==> src/hdl/slist_pkg.sv <==
`timescale 1ns / 1ps
// ----------------------------------------------------------------------------
// slist_pkg
// Shared types and constants for the sorted list block: operation and status
// codes, field widths and the controller state type.
// ----------------------------------------------------------------------------
package slist_pkg;

  // Default number of table entries.
  localparam int DEPTH_DEFAULT = 16;

  // Field widths of the transactions.
  localparam int OP_W     = 2;
  localparam int VALUE_W  = 32;
  localparam int STATUS_W = 2;
  localparam int COUNT_W  = 5;

  // Packed bus widths (tdata padded to whole bytes).
  localparam int S_TDATA_W = 32;
  localparam int M_TDATA_W = 8;

  // Operation codes carried on the input tuser.
  localparam logic [OP_W-1:0] OP_INSERT = 2'd0;
  localparam logic [OP_W-1:0] OP_SEARCH = 2'd1;
  localparam logic [OP_W-1:0] OP_DELETE = 2'd2;

  // Status codes carried on the output tuser.
  localparam logic [STATUS_W-1:0] ST_DONE      = 2'd0;
  localparam logic [STATUS_W-1:0] ST_NOT_FOUND = 2'd1;
  localparam logic [STATUS_W-1:0] ST_FULL      = 2'd2;

  // Controller states.
  typedef enum logic [2:0] {
    S_IDLE,
    S_RD,
    S_CHK,
    S_PUT,
    S_DONE
  } state_t;

endpackage

==> src/hdl/sorted_list_insert_search_delete_top.sv <==
`timescale 1ns / 1ps
// ----------------------------------------------------------------------------
// sorted_list_insert_search_delete_top
// Ascending table of signed 32-bit keys in one synchronous memory, with
// insert, search and delete operations walked entry by entry.
// ----------------------------------------------------------------------------
// Usage:
//   The input stream (s_*) carries one operation per transaction: the
//   operation code on s_tuser and the signed key on s_tdata. The output stream
//   (m_*) returns exactly one result per operation: the status on m_tuser and
//   the entry count after the operation on m_tdata.
// Walk and flow:
//   The table is walked through a single memory port, one entry at a time
//   (address, then compare and write back). An insert walks the entries
//   above the insertion point, plus the smaller entry that ends the walk if
//   there is one; a search or delete walks up to count entries; a rejected
//   insert, an unused code, or a search or delete on an empty table skips
//   the walk. One operation is in flight at a time, and s_tready is high
//   only while the controller is idle.
// Reset:
//   rst clears the entry count and the control state; the memory contents
//   are left as they are, since only the first count entries are ever read.
// Stalls:
//   A finished result sits in the output register; the next operation is
//   accepted and processed meanwhile, and only the loading of its result
//   waits until the receiver takes the previous one.
// ----------------------------------------------------------------------------
module sorted_list_insert_search_delete_top
  import slist_pkg::*;
#(
  parameter int DEPTH = DEPTH_DEFAULT
) (
  input  logic                 clk,
  input  logic                 rst,
  // Input stream.
  input  logic                 s_tvalid,
  output logic                 s_tready,
  input  logic [S_TDATA_W-1:0] s_tdata,   // [31:0] value
  input  logic [OP_W-1:0]      s_tuser,   // [1:0] operation
  // Output stream.
  output logic                 m_tvalid,
  input  logic                 m_tready,
  output logic [M_TDATA_W-1:0] m_tdata,   // [4:0] entry_count, [7:5] zero
  output logic [STATUS_W-1:0]  m_tuser    // [1:0] status
);

  localparam int AW = (DEPTH > 1) ? $clog2(DEPTH) : 1;
  localparam int CW = $clog2(DEPTH + 1);

  localparam logic [CW-1:0] DEPTH_C = CW'(DEPTH);
  localparam logic [CW-1:0] ONE_C   = CW'(1);

  // Table memory.
  logic signed [VALUE_W-1:0] mem [0:DEPTH-1];
  logic signed [VALUE_W-1:0] rd_data;
  logic                      mem_we;
  logic [AW-1:0]             mem_waddr;
  logic signed [VALUE_W-1:0] mem_wdata;

  // Controller registers.
  state_t                    state, state_next;
  logic [CW-1:0]             count, count_next;
  logic [CW-1:0]             idx, idx_next;
  logic [OP_W-1:0]           op_q, op_next;
  logic signed [VALUE_W-1:0] key_q, key_next;
  logic                      found, found_next;
  logic [STATUS_W-1:0]       res_status, res_status_next;
  logic                      m_tvalid_next;
  logic [M_TDATA_W-1:0]      m_tdata_next;
  logic [STATUS_W-1:0]       m_tuser_next;

  // Decisions on the entry just read.
  logic          key_lt;
  logic          key_eq;
  logic          at_last;
  logic          at_zero;
  logic          hit;
  logic          out_free;
  logic [CW-1:0] idx_inc;
  logic [CW-1:0] idx_dec;

  assign key_lt   = rd_data < key_q;
  assign key_eq   = rd_data == key_q;
  assign at_last  = idx == (count - ONE_C);
  assign at_zero  = idx == '0;
  assign hit      = found || key_eq;
  assign out_free = !m_tvalid || m_tready;
  assign idx_inc  = idx + ONE_C;
  assign idx_dec  = idx - ONE_C;

  assign s_tready = (state == S_IDLE);

  // Memory: one write port, one registered read port.
  always_ff @(posedge clk) begin
    if (mem_we) begin
      mem[mem_waddr] <= mem_wdata;
    end
    rd_data <= mem[idx[AW-1:0]];
  end

  // Next state.
  always_comb begin
    state_next = state;
    unique case (state)
      S_IDLE: begin
        if (s_tvalid) begin
          case (s_tuser)
            OP_INSERT: begin
              if (count == DEPTH_C) begin
                state_next = S_DONE;
              end else if (count == '0) begin
                state_next = S_PUT;
              end else begin
                state_next = S_RD;
              end
            end
            OP_SEARCH, OP_DELETE: begin
              state_next = (count == '0) ? S_DONE : S_RD;
            end
            default: state_next = S_DONE;
          endcase
        end
      end
      S_RD: state_next = S_CHK;
      S_CHK: begin
        if (op_q == OP_INSERT) begin
          state_next = (key_lt || at_zero) ? S_PUT : S_RD;
        end else if ((op_q == OP_SEARCH && key_eq) || at_last) begin
          state_next = S_DONE;
        end else begin
          state_next = S_RD;
        end
      end
      S_PUT: state_next = S_DONE;
      S_DONE: begin
        if (out_free) begin
          state_next = S_IDLE;
        end
      end
      default: state_next = S_IDLE;
    endcase
  end

  // Datapath, memory writes and result loading.
  always_comb begin
    count_next      = count;
    idx_next        = idx;
    op_next         = op_q;
    key_next        = key_q;
    found_next      = found;
    res_status_next = res_status;
    mem_we          = 1'b0;
    mem_waddr       = idx[AW-1:0];
    mem_wdata       = key_q;
    m_tvalid_next   = m_tvalid && !m_tready;
    m_tdata_next    = m_tdata;
    m_tuser_next    = m_tuser;

    unique case (state)
      S_IDLE: begin
        if (s_tvalid) begin
          op_next         = s_tuser;
          key_next        = s_tdata;
          found_next      = 1'b0;
          res_status_next = ST_NOT_FOUND;
          idx_next        = '0;
          if (s_tuser == OP_INSERT) begin
            if (count == DEPTH_C) begin
              res_status_next = ST_FULL;
            end else if (count != '0) begin
              // Walk down from the top entry, shifting larger ones up.
              idx_next = count - ONE_C;
            end
          end
        end
      end
      S_RD: begin
        // Read address is idx; data arrives next cycle.
      end
      S_CHK: begin
        if (op_q == OP_INSERT) begin
          if (key_lt) begin
            idx_next = idx_inc;
          end else begin
            // Entry is not smaller: move it up one slot.
            mem_we    = 1'b1;
            mem_waddr = idx_inc[AW-1:0];
            mem_wdata = rd_data;
            if (!at_zero) begin
              idx_next = idx_dec;
            end
          end
        end else begin
          // Delete closes the gap behind the first match.
          if (found) begin
            mem_we    = 1'b1;
            mem_waddr = idx_dec[AW-1:0];
            mem_wdata = rd_data;
          end else if (key_eq) begin
            found_next = 1'b1;
          end
          if (op_q == OP_SEARCH && key_eq) begin
            res_status_next = ST_DONE;
          end else if (at_last) begin
            if (hit) begin
              res_status_next = ST_DONE;
              if (op_q == OP_DELETE) begin
                count_next = count - ONE_C;
              end
            end else begin
              res_status_next = ST_NOT_FOUND;
            end
          end else begin
            idx_next = idx_inc;
          end
        end
      end
      S_PUT: begin
        mem_we          = 1'b1;
        mem_waddr       = idx[AW-1:0];
        mem_wdata       = key_q;
        count_next      = count + ONE_C;
        res_status_next = ST_DONE;
      end
      S_DONE: begin
        if (out_free) begin
          m_tvalid_next = 1'b1;
          m_tdata_next  = M_TDATA_W'(COUNT_W'(count));
          m_tuser_next  = res_status;
        end
      end
      default: begin
      end
    endcase
  end

  // Registers.
  always_ff @(posedge clk) begin
    if (rst) begin
      state    <= S_IDLE;
      count    <= '0;
      m_tvalid <= 1'b0;
    end else begin
      state    <= state_next;
      count    <= count_next;
      m_tvalid <= m_tvalid_next;
    end
    idx        <= idx_next;
    op_q       <= op_next;
    key_q      <= key_next;
    found      <= found_next;
    res_status <= res_status_next;
    m_tdata    <= m_tdata_next;
    m_tuser    <= m_tuser_next;
  end

  // The entry count never exceeds the table size.
  a_count_bound: assert property (@(posedge clk) disable iff (rst)
    count <= DEPTH_C)
    else $error("entry count above table size");

  // A full status is only reported when the table really is full.
  a_full_status: assert property (@(posedge clk) disable iff (rst)
    (state == S_DONE && res_status == ST_FULL) |-> count == DEPTH_C)
    else $error("full status with free entries");

  // The walk only reads entries that hold data.
  a_read_in_range: assert property (@(posedge clk) disable iff (rst)
    (state == S_RD) |-> idx < count)
    else $error("read beyond the held entries");

  // Writes never land outside the memory.
  a_write_in_range: assert property (@(posedge clk) disable iff (rst)
    mem_we |-> CW'(mem_waddr) < DEPTH_C)
    else $error("write beyond the table");

endmodule
==> config.mk <==
export PLATFORM = sky130hd
export DESIGN_NAME = sorted_list_insert_search_delete_top
export DESIGN_NICKNAME = d
export VERILOG_FILES = /design/src/hdl/slist_pkg.sv /design/src/hdl/sorted_list_insert_search_delete_top.sv
export SDC_FILE = /design/constraint.sdc
export NUM_CORES = 1
export LEC_CHECK = 0
export ABC_CLOCK_PERIOD_IN_PS = 4500
export BUFFER_PORTS_ARGS = -buffer_cell sky130_fd_sc_hd__buf_2
export CAP_MARGIN = 20
export CORE_MARGIN = 8
export CORE_UTILIZATION = 55
export CTS_CLUSTER_SIZE = 25
export DETAILED_ROUTE_END_ITERATION = 10
export GPL_ROUTABILITY_DRIVEN = 0
export PLACE_DENSITY = 0.74
export SLEW_MARGIN = 20
export SYNTH_ARGS = -nofsm -noshare
export SYNTH_HDL_FRONTEND = slang
export SYNTH_SLANG_ARGS = --single-unit
==> constraint.sdc <==
create_clock -name clk -period 4.5 [get_ports clk]
set_input_delay 0.45 -clock clk [delete_from_list [all_inputs] [get_ports clk]]
set_output_delay 0.45 -clock clk [all_outputs]
set_load 0.02 [all_outputs]
==> run summary, run 1 <==
Max Transition Viols Final: 0
Clk pwr share: 39.5%
combinational cell fraction of total power: 9.7%
switching power share of the total: 22.37%
R2R Path End: mem[9][30]$_DFFE_PP_
pwr dens: 461.5 nW/µm²
# DRC: 0
number of synthesized flops with an enable pin: 561
switching power: 0.002819 W
initial DRC count: 1285
Fin. Hold Viols: 0
ys flop type: edfxtp_1
max cap viols: 0
Syn Area/Cell: 20.65 µm²
# IOs: 50
hold path startpoint: s_tdata[31]
Initial Utilization: 55.63%
Hold-fix buffers, CTS: 6
YS warnings: 0
grt met3 use: 4.364%
Hold EP: key_q[31]$_DFFE_PP_
share of cells above drive strength 1: 30.07%
wire length per cell: 26.60 µm
Tmin final: 4.158 ns
vias in the first global route: 11889
crit end category: flip-flop
RSZ-0062 raised after global routing: no
Die Ht: 224.5 µm
Die W: 224.5 µm
full die area: 50400 µm²
post-route ant nets: 0
n_diodes: 0
fillers: 2892
Final Non-Filler Cells: 1902
flops & latches, synth: 602
Tot Pwr: 0.01260 W
WP data required: 4.81 ns
Worst Path Class, Setup: flip-flop to flip-flop
Worst Reg-to-Reg Cells: 11
placed cell count: 1781
crit start category: flip-flop
FMAX: 240.5 MHz
Synth Cell Area: 23910 µm²
via count: 11668
Area growth syn-to-layout: 14.23%
flop2flop setup slack: 0.34 ns
finished layout cell area: 27310 µm²
sequential share of the synthesized area: 73.89%
Setup Viol. Count Final: 0
dpl hpwl: 29170 µm
Placed Area: 25210 µm²
Mapped Cells: 1158
met2 Use GR: 32.69%
library cells used by synthesis: 63
sequential share of power: 50.9%
GR Layer Usage met1: 28.19%
initial antenna violation count: 0
TritonCTS clock tree: done
Vias/cell: 6.135
Setup Skew: 0.04116 ns
root buffer cell: clkbuf_16
crit-path max FO: 13
num rows: 76
gr usage total: 20.43%
H-Tree Depth: 2
pin count of the biggest net entering global routing: 70
maximum VDD drop: 0.3349 mV
I/O Buffers: 46
total congestion overflow: 0
nets@finish: 1346
Worst EP arrival: 4.47 ns
Core ar.: 42980 µm²
TritonRoute pass-1 iters: 6
clock latency on the worst-skew pair: 0.63 ns
maximum clock insertion buffer count: 3
Internal Dissipation: 0.009785 W
Worst-Margin Slew: 1.046 ns
max_slew headroom: 30.28%
cts bufs inserted: 58
worst hold path class: input pin to flip-flop
status: completed
Setup TNS: 0 ns
reg2reg start: key_q[5]$_DFFE_PP_
first-pass GRT wire length: 76290 µm
Post-Route WL: 50600 µm
Static Leakage: 8.930 nW
GR peak layer: met2
WHS Path Cells: 1
post-CTS sizing: 0
setup bufs post-CTS: 0
Tcrit/Tclk final: 92.40%
clk sinks: 602
clock slew at reported path FFs: 0.06 ns
Async S/R FF share, synth: 0%
## layout make-up
cell class | instances | area (µm²) | share of cell area (%)
Clock buffer | 82 | 1613 | 5.905
Clock inverter | 27 | 366.6 | 1.342
Inverter | 41 | 153.9 | 0.5635
Tap cell | 585 | 732.0 | 2.680
Multi-Input combinational cell | 464 | 5969 | 21.86
Timing Repair Buffer | 101 | 810.8 | 2.969
Sequential cell | 602 | 17670 | 64.68
## placed cells by master, fill, tap and decap left out, types with 6 or more instances in the layout
cell type      instances
buf_12                11
mux2_2                30
nor2_4                12
edfxtp_1             561
nand2_1               20
dfxtp_1               41
buf_2                 46
dlygate4sd3_1         12
clkinv_2               8
clkbuf_1              18
buf_4                 32
o21ai_0               17
ha_1                  40
xnor2_1               12
bufinv_16              7
inv_1                 41
a21oi_1               25
clkbuf_16             59
nor3_1                 6
nand3_1               15
nor2_1                34
nand4_1               11
mux4_2               160
## flip-flops by register name, summed over array words and instances (netlist names)
signal,flops
key_q,32
m_tvalid,1
found,1
res_status,2
rd_data,32
idx,5
count,5
state,3
op_q,2
m_tdata,5
mem,512
m_tuser,2
## power groups by stage
stage          clock [W]  combinational, W  sequential (W)
2_1_floorplan          0          0.000885         0.00650
3_3_place_gp           0           0.00119         0.00652
3_5_place_dp           0           0.00121         0.00653
4_1_cts          0.00505           0.00123         0.00641
5_1_grt          0.00525           0.00133         0.00642
6_report         0.00497           0.00122         0.00641
## through the flow
step	hold slack (ns)	utilization (%)	setup WS [ns]
floorplan	0.4003	-	0.2407
global placement	0.4015	58.66	0.5927
detailed placement	0.4097	58.66	0.4665
CTS	0.00002587	63.41	0.4232
global route	0.003245	63.55	0.1079
finish	0.02544	63.55	0.3422
## layer usage
metal,share of wire [%],up-vias
met5,0,-
met4,2.6,0
met3,7.8,83
met2,49,483
met1,40,6119
li1,-,4983
## Yosys cell counts (all sizes together) (2+ instances only)
cell    instances  area (µm²)
nor3b           2       15.01
o21a            2       15.01
and3            6       43.79
ha             40       500.5
mux2           31       349.1
mux2i           4       40.04
inv            41       153.9
o22ai           4       25.02
and4            2       17.52
or3             5       31.28
nor2b           4       25.02
a21oi          25       125.1
nand4          12       81.33
dfxtp          41       820.8
nor3            8       50.05
a221oi          2       17.52
nand2          20       75.07
mux4          160        3603
xnor2          12       105.1
nor4            3       18.77
a311oi          2       23.77
or4             2       16.27
nand3          15       75.07
a221o           3       30.03
clkbuf         29       108.9
nor2           46       172.7
edfxtp        561       16850
xnor3           2       45.04
o211ai          2       15.01
a21o            2       15.01
buf            24       113.9
a31oi           4       25.02
or2             2       12.52
o31ai           2       15.01
o21ai          20       100.1
and2            3       18.77
## logic make-up (layout without fill, tap and decap cells)
group / Yosys count / count (layout) / share of synthesized area, %
AND/OR/NAND/NOR: 133 / 133 / 2.842
flip-flops: 602 / 602 / 73.89
XOR/XNOR: 16 / 16 / 0.7640
AO/OA/AOI/OAI: 77 / 77 / 2.119
adder cells (fa/ha/maj): 40 / 40 / 2.093
buffers and inverters: 94 / 251 / 1.575
other: 1 / 3 / 0.01568
multiplexers: 195 / 195 / 16.70
## critical path: stages (launching register included)
cell	delay (ns)
edfxtp_1	0.40
inv_1	0.07
ha_1	0.24
a21oi_1	0.21
o21ai_0	0.14
a221o_1	0.43
o31a_2	0.36
nor3_2	0.45
a311oi_2	0.22
nor3_1	0.40
and3_2	0.66
buf_12	0.24
## how the worst max path moves through the flow
stage / from / end / slack [ns] / cells after the start
6_report: key_q[5]$_DFFE_PP_ / mem[9][30]$_DFFE_PP_ / 0.34 / 11
5_1_grt: key_q[14]$_DFFE_PP_ / mem[14][26]$_DFFE_PP_ / 0.11 / 11
4_1_cts: key_q[14]$_DFFE_PP_ / mem[14][26]$_DFFE_PP_ / 0.42 / 11
3_5_place_dp: key_q[14]$_DFFE_PP_ / mem[14][24]$_DFFE_PP_ / 0.47 / 11
3_3_place_gp: key_q[14]$_DFFE_PP_ / mem[14][26]$_DFFE_PP_ / 0.59 / 11
2_1_floorplan: key_q[31]$_DFFE_PP_ / mem[0][0]$_DFFE_PP_ / 0.24 / 10
Note: power is estimated with default switching activity, not from simulation.
==> inputs of run 2 (changes only) <==
ABC_AREA = 1   (was unset)
BUFFER_PORTS_ARGS = unset   (was -buffer_cell sky130_fd_sc_hd__buf_2)
CORE_MARGIN = unset   (was 8)
DONT_BUFFER_PORTS = 1   (was unset)
PLACE_DENSITY = 0.73   (was 0.74)
==> run summary, run 2 <==
status: completed (unchanged)
max cap viols: 0 (unchanged)
largest reg by FF count: mem (unchanged)
WP data required: 4.81 ns (about the same)
Tcrit/Tclk final: 81.06% (was 92.40%)
pwr dens: 531.7 nW/µm² (was 461.5 nW/µm²)
crit-path max FO: 21 (was 13)
fillers: 3201 (was 2892)
Fin. Hold Viols: 0 (unchanged)
Setup Viol. Count Final: 0 (unchanged)
Die W: 215.1 µm (was 224.5 µm)
nets@finish: 2155 (was 1346)
max incr delay on CP: 0.55 ns (was 0.66 ns)
crit start category: flip-flop (unchanged)
reg2reg start: key_q[19]$_DFFE_PP_ (was key_q[5]$_DFFE_PP_)
gr usage total: 27.59% (was 20.43%)
WHS Path Cells: 3 (was 1)
Core ar.: 44510 µm² (was 42980 µm²)
grt met3 use: 4.869% (was 4.364%)
maximum VDD drop: 0.7388 mV (was 0.3349 mV)
Die Ht: 215.1 µm (was 224.5 µm)
max_slew headroom: 27.00% (was 30.28%)
maximum clock insertion buffer count: 3 (unchanged)
hold path startpoint: m_tready (was s_tdata[31])
Area growth syn-to-layout: 12.73% (was 14.23%)
# DRC: 0 (unchanged)
stages on the worst setup path: 16 (was 11)
GR peak layer: met2 (unchanged)
cts bufs inserted: 56 (was 58)
worst path cell trace: inv_1, ha_1, a21oi_1, nand2_1, nand2_1, nand2_1, a21oi_1, nand3_1, nand2_2, nand2_1, nand3_2, nand2_4, inv_2, nand2_2, nor2_4, buf_12 (was inv_1, ha_1, a21oi_1, o21ai_0, a221o_1, o31a_2, nor3_2, a311oi_2, nor3_1, and3_2, buf_12)
Worst-Margin Slew: 1.095 ns (was 1.046 ns)
share of cells above drive strength 1: 10.59% (was 30.07%)
sequential share of the synthesized area: 70.73% (was 73.89%)
Syn Area/Cell: 12.27 µm² (was 20.65 µm²)
Max Transition Viols Final: 0 (unchanged)
Largest delay share family, worst path: simple AND/OR/NAND/NOR gates (unchanged)
total congestion overflow: 0 (unchanged)
library cells used by synthesis: 40 (was 63)
via count: 16970 (was 11668)
clock latency on the worst-skew pair: 0.63 ns (about the same)
full die area: 46270 µm² (was 50400 µm²)
Post-synth top cells: edfxtp_1, nor2_1, o21ai_0 (was edfxtp_1, mux4_2, nor2_1)
clk sinks: 602 (unchanged)
Worst Setup SP: key_q[19]$_DFFE_PP_ (was key_q[5]$_DFFE_PP_)
RSZ-0062 raised after global routing: no (unchanged)
ys flop type: edfxtp_1 (unchanged)
flops & latches, synth: 602 (unchanged)
Synth Cell Area: 24980 µm² (was 23910 µm²)
Initial Utilization: 56.12% (was 55.63%)
first-pass GRT wire length: 96230 µm (was 76290 µm)
Static Leakage: 9.505 nW (was 8.930 nW)
initial DRC count: 2412 (was 1285)
worst hold path class: input pin to flip-flop (unchanged)
Synth area leader: edfxtp_1 (unchanged)
Post-Route WL: 63870 µm (was 50600 µm)
Async S/R FF share, synth: 0% (unchanged)
Slowest-stage cell, CP: nor2_4 (was and3_2)
Multi-input gate area: 6613 µm² (was 5969 µm²)
Setup TNS: 0 ns (unchanged)
Worst Reg-to-Reg Cells: 16 (was 11)
root buffer cell: clkbuf_16 (unchanged)
num rows: 77 (was 76)
Tmin final: 3.648 ns (was 4.158 ns)
YS warnings: 0 (unchanged)
H-Tree Depth: 2 (unchanged)
I/O Buffers: 0 (was 46)
Worst Path Class, Setup: flip-flop to flip-flop (unchanged)
vias in the first global route: 16156 (was 11889)
TritonRoute pass-1 iters: 6 (unchanged)
GR Layer Usage met1: 39.01% (was 28.19%)
most used cell, CP: nand2_1
Synth area leaders: edfxtp_1, o21ai_0, nor2_1 (was edfxtp_1, mux4_2, dfxtp_1)
biggest regs: mem: 512 flops, key_q: 32 flops, rd_data: 32 flops (unchanged)
met2 Use GR: 43.20% (was 32.69%)
top cell type's share of synthesized area: 67.44% (was 70.46%)
Setup Skew: 0.02018 ns (was 0.04116 ns)
pin count of the biggest net entering global routing: 109 (was 70)
TritonCTS clock tree: done (unchanged)
crit end category: flip-flop (unchanged)
clock slew at reported path FFs: 0.06 ns (about the same)
max reg flops: 512 (unchanged)
most frequent cells in the layout: edfxtp_1, nor2_1, o21ai_0 (was edfxtp_1, mux4_2, clkbuf_16)
Tot Pwr: 0.01497 W (was 0.01260 W)
# IOs: 50 (unchanged)
Vias/cell: 6.246 (was 6.135)
Mapped Cells: 2035 (was 1158)
FMAX: 274.1 MHz (was 240.5 MHz)
cell with the most instances after synthesis: edfxtp_1 (unchanged)
dpl hpwl: 36180 µm (was 29170 µm)
wire length per cell: 23.51 µm (was 26.60 µm)
Hold Slack: 0.07703 ns (was 0.02544 ns)
register area: 17670 µm² (unchanged)
Worst EP arrival: 3.96 ns (was 4.47 ns)
number of synthesized flops with an enable pin: 561 (unchanged)
commonest non-fill, non-tap cell in the layout: edfxtp_1 (unchanged)
Buf/Inv on CP: 3 (was 2)
initial antenna violation count: 1 (was 0)
post-route ant nets: 0 (unchanged)
[run 2: cell count changes after synthesis, sizes merged, moves of 31 or more]
cell,previous run,this run
nand2,20,147
nand3,15,67
nor2,46,342
o221ai,0,43
o22ai,4,115
inv,41,85
o21ai,20,320
a21oi,25,57
clkbuf,29,103
mux4,160,0
mux2,31,0
[run 2: worst paths after layout]
check                          to  slack (ns)
min reg2reg  m_tuser[0]$_DFFE_PP_        0.43
max          mem[3][17]$_DFFE_PP_        0.85
min           m_tvalid$_SDFF_PP0_        0.08
max reg2reg  mem[3][17]$_DFFE_PP_        0.85
[run 2: area by class of cell]
cell class              instances  area share (%)
well taps                     592           2.631
diodes                          1        0.008887
multi-input cells            1219           23.48
inverters                      86           1.169
flip-flops and latches        602           62.74
clock inverters                35           1.009
repair buffers                112           3.653
clock buffers                  70           5.305
[run 2: stage by stage]
stage | instances | cell area [µm²] | worst slack, ns | utilization [%]
after floorplan | 2037 | 24990 | 0.6091 | -
after global placement | 2576 | 26010 | 1.006 | 58.44
after detailed placement | 2576 | 26010 | 0.9129 | 58.44
after CTS | 2716 | 28140 | 0.8852 | 63.22
after global routing | 2716 | 28160 | 0.6783 | 63.26
final | 2717 | 28160 | 0.8523 | 63.26
[run 2: worst register-to-register path, delay by kind of cell, from the launching register on]
| kind | cells | cell delay (ns) |
|---|---|---|
| adders and majority gates | 1 | 0.24 |
| and+or+nand+nor | 10 | 1.75 |
| AOI/OAI and AO/OA | 2 | 0.46 |
| buffers and inverters | 3 | 0.45 |
| DFF | 1 | 0.44 |
[run 2: timing repair]
action | in CTS | in global routing
setup buffers | 0 | 0
gates resized for setup | 0 | 0
hold buffers | 35 | 0
hold endpoints to repair | 36 | 0
[run 2: kinds of logic after synthesis]
group | share of synthesized area (%)
compound gates | 13.80
flops | 70.73
fa+ha+maj | 2.004
xor+xnor | 0.5260
buf+inv | 3.461
other cells | 0.01501
simple gates | 9.468
[run 2: power breakdown]
group,switching (W),internal (W)
logic,0.00250,0.000993
clock network,0.00204,0.00258
registers,0.000299,0.00656
total,0.00484,0.0101
[run 2: routing by layer]
metal,share of wire [%],vias up
li1,-,7592
met1,39,8231
met2,46,1001
met3,11,144
met4,3.3,2
met5,0.022,-
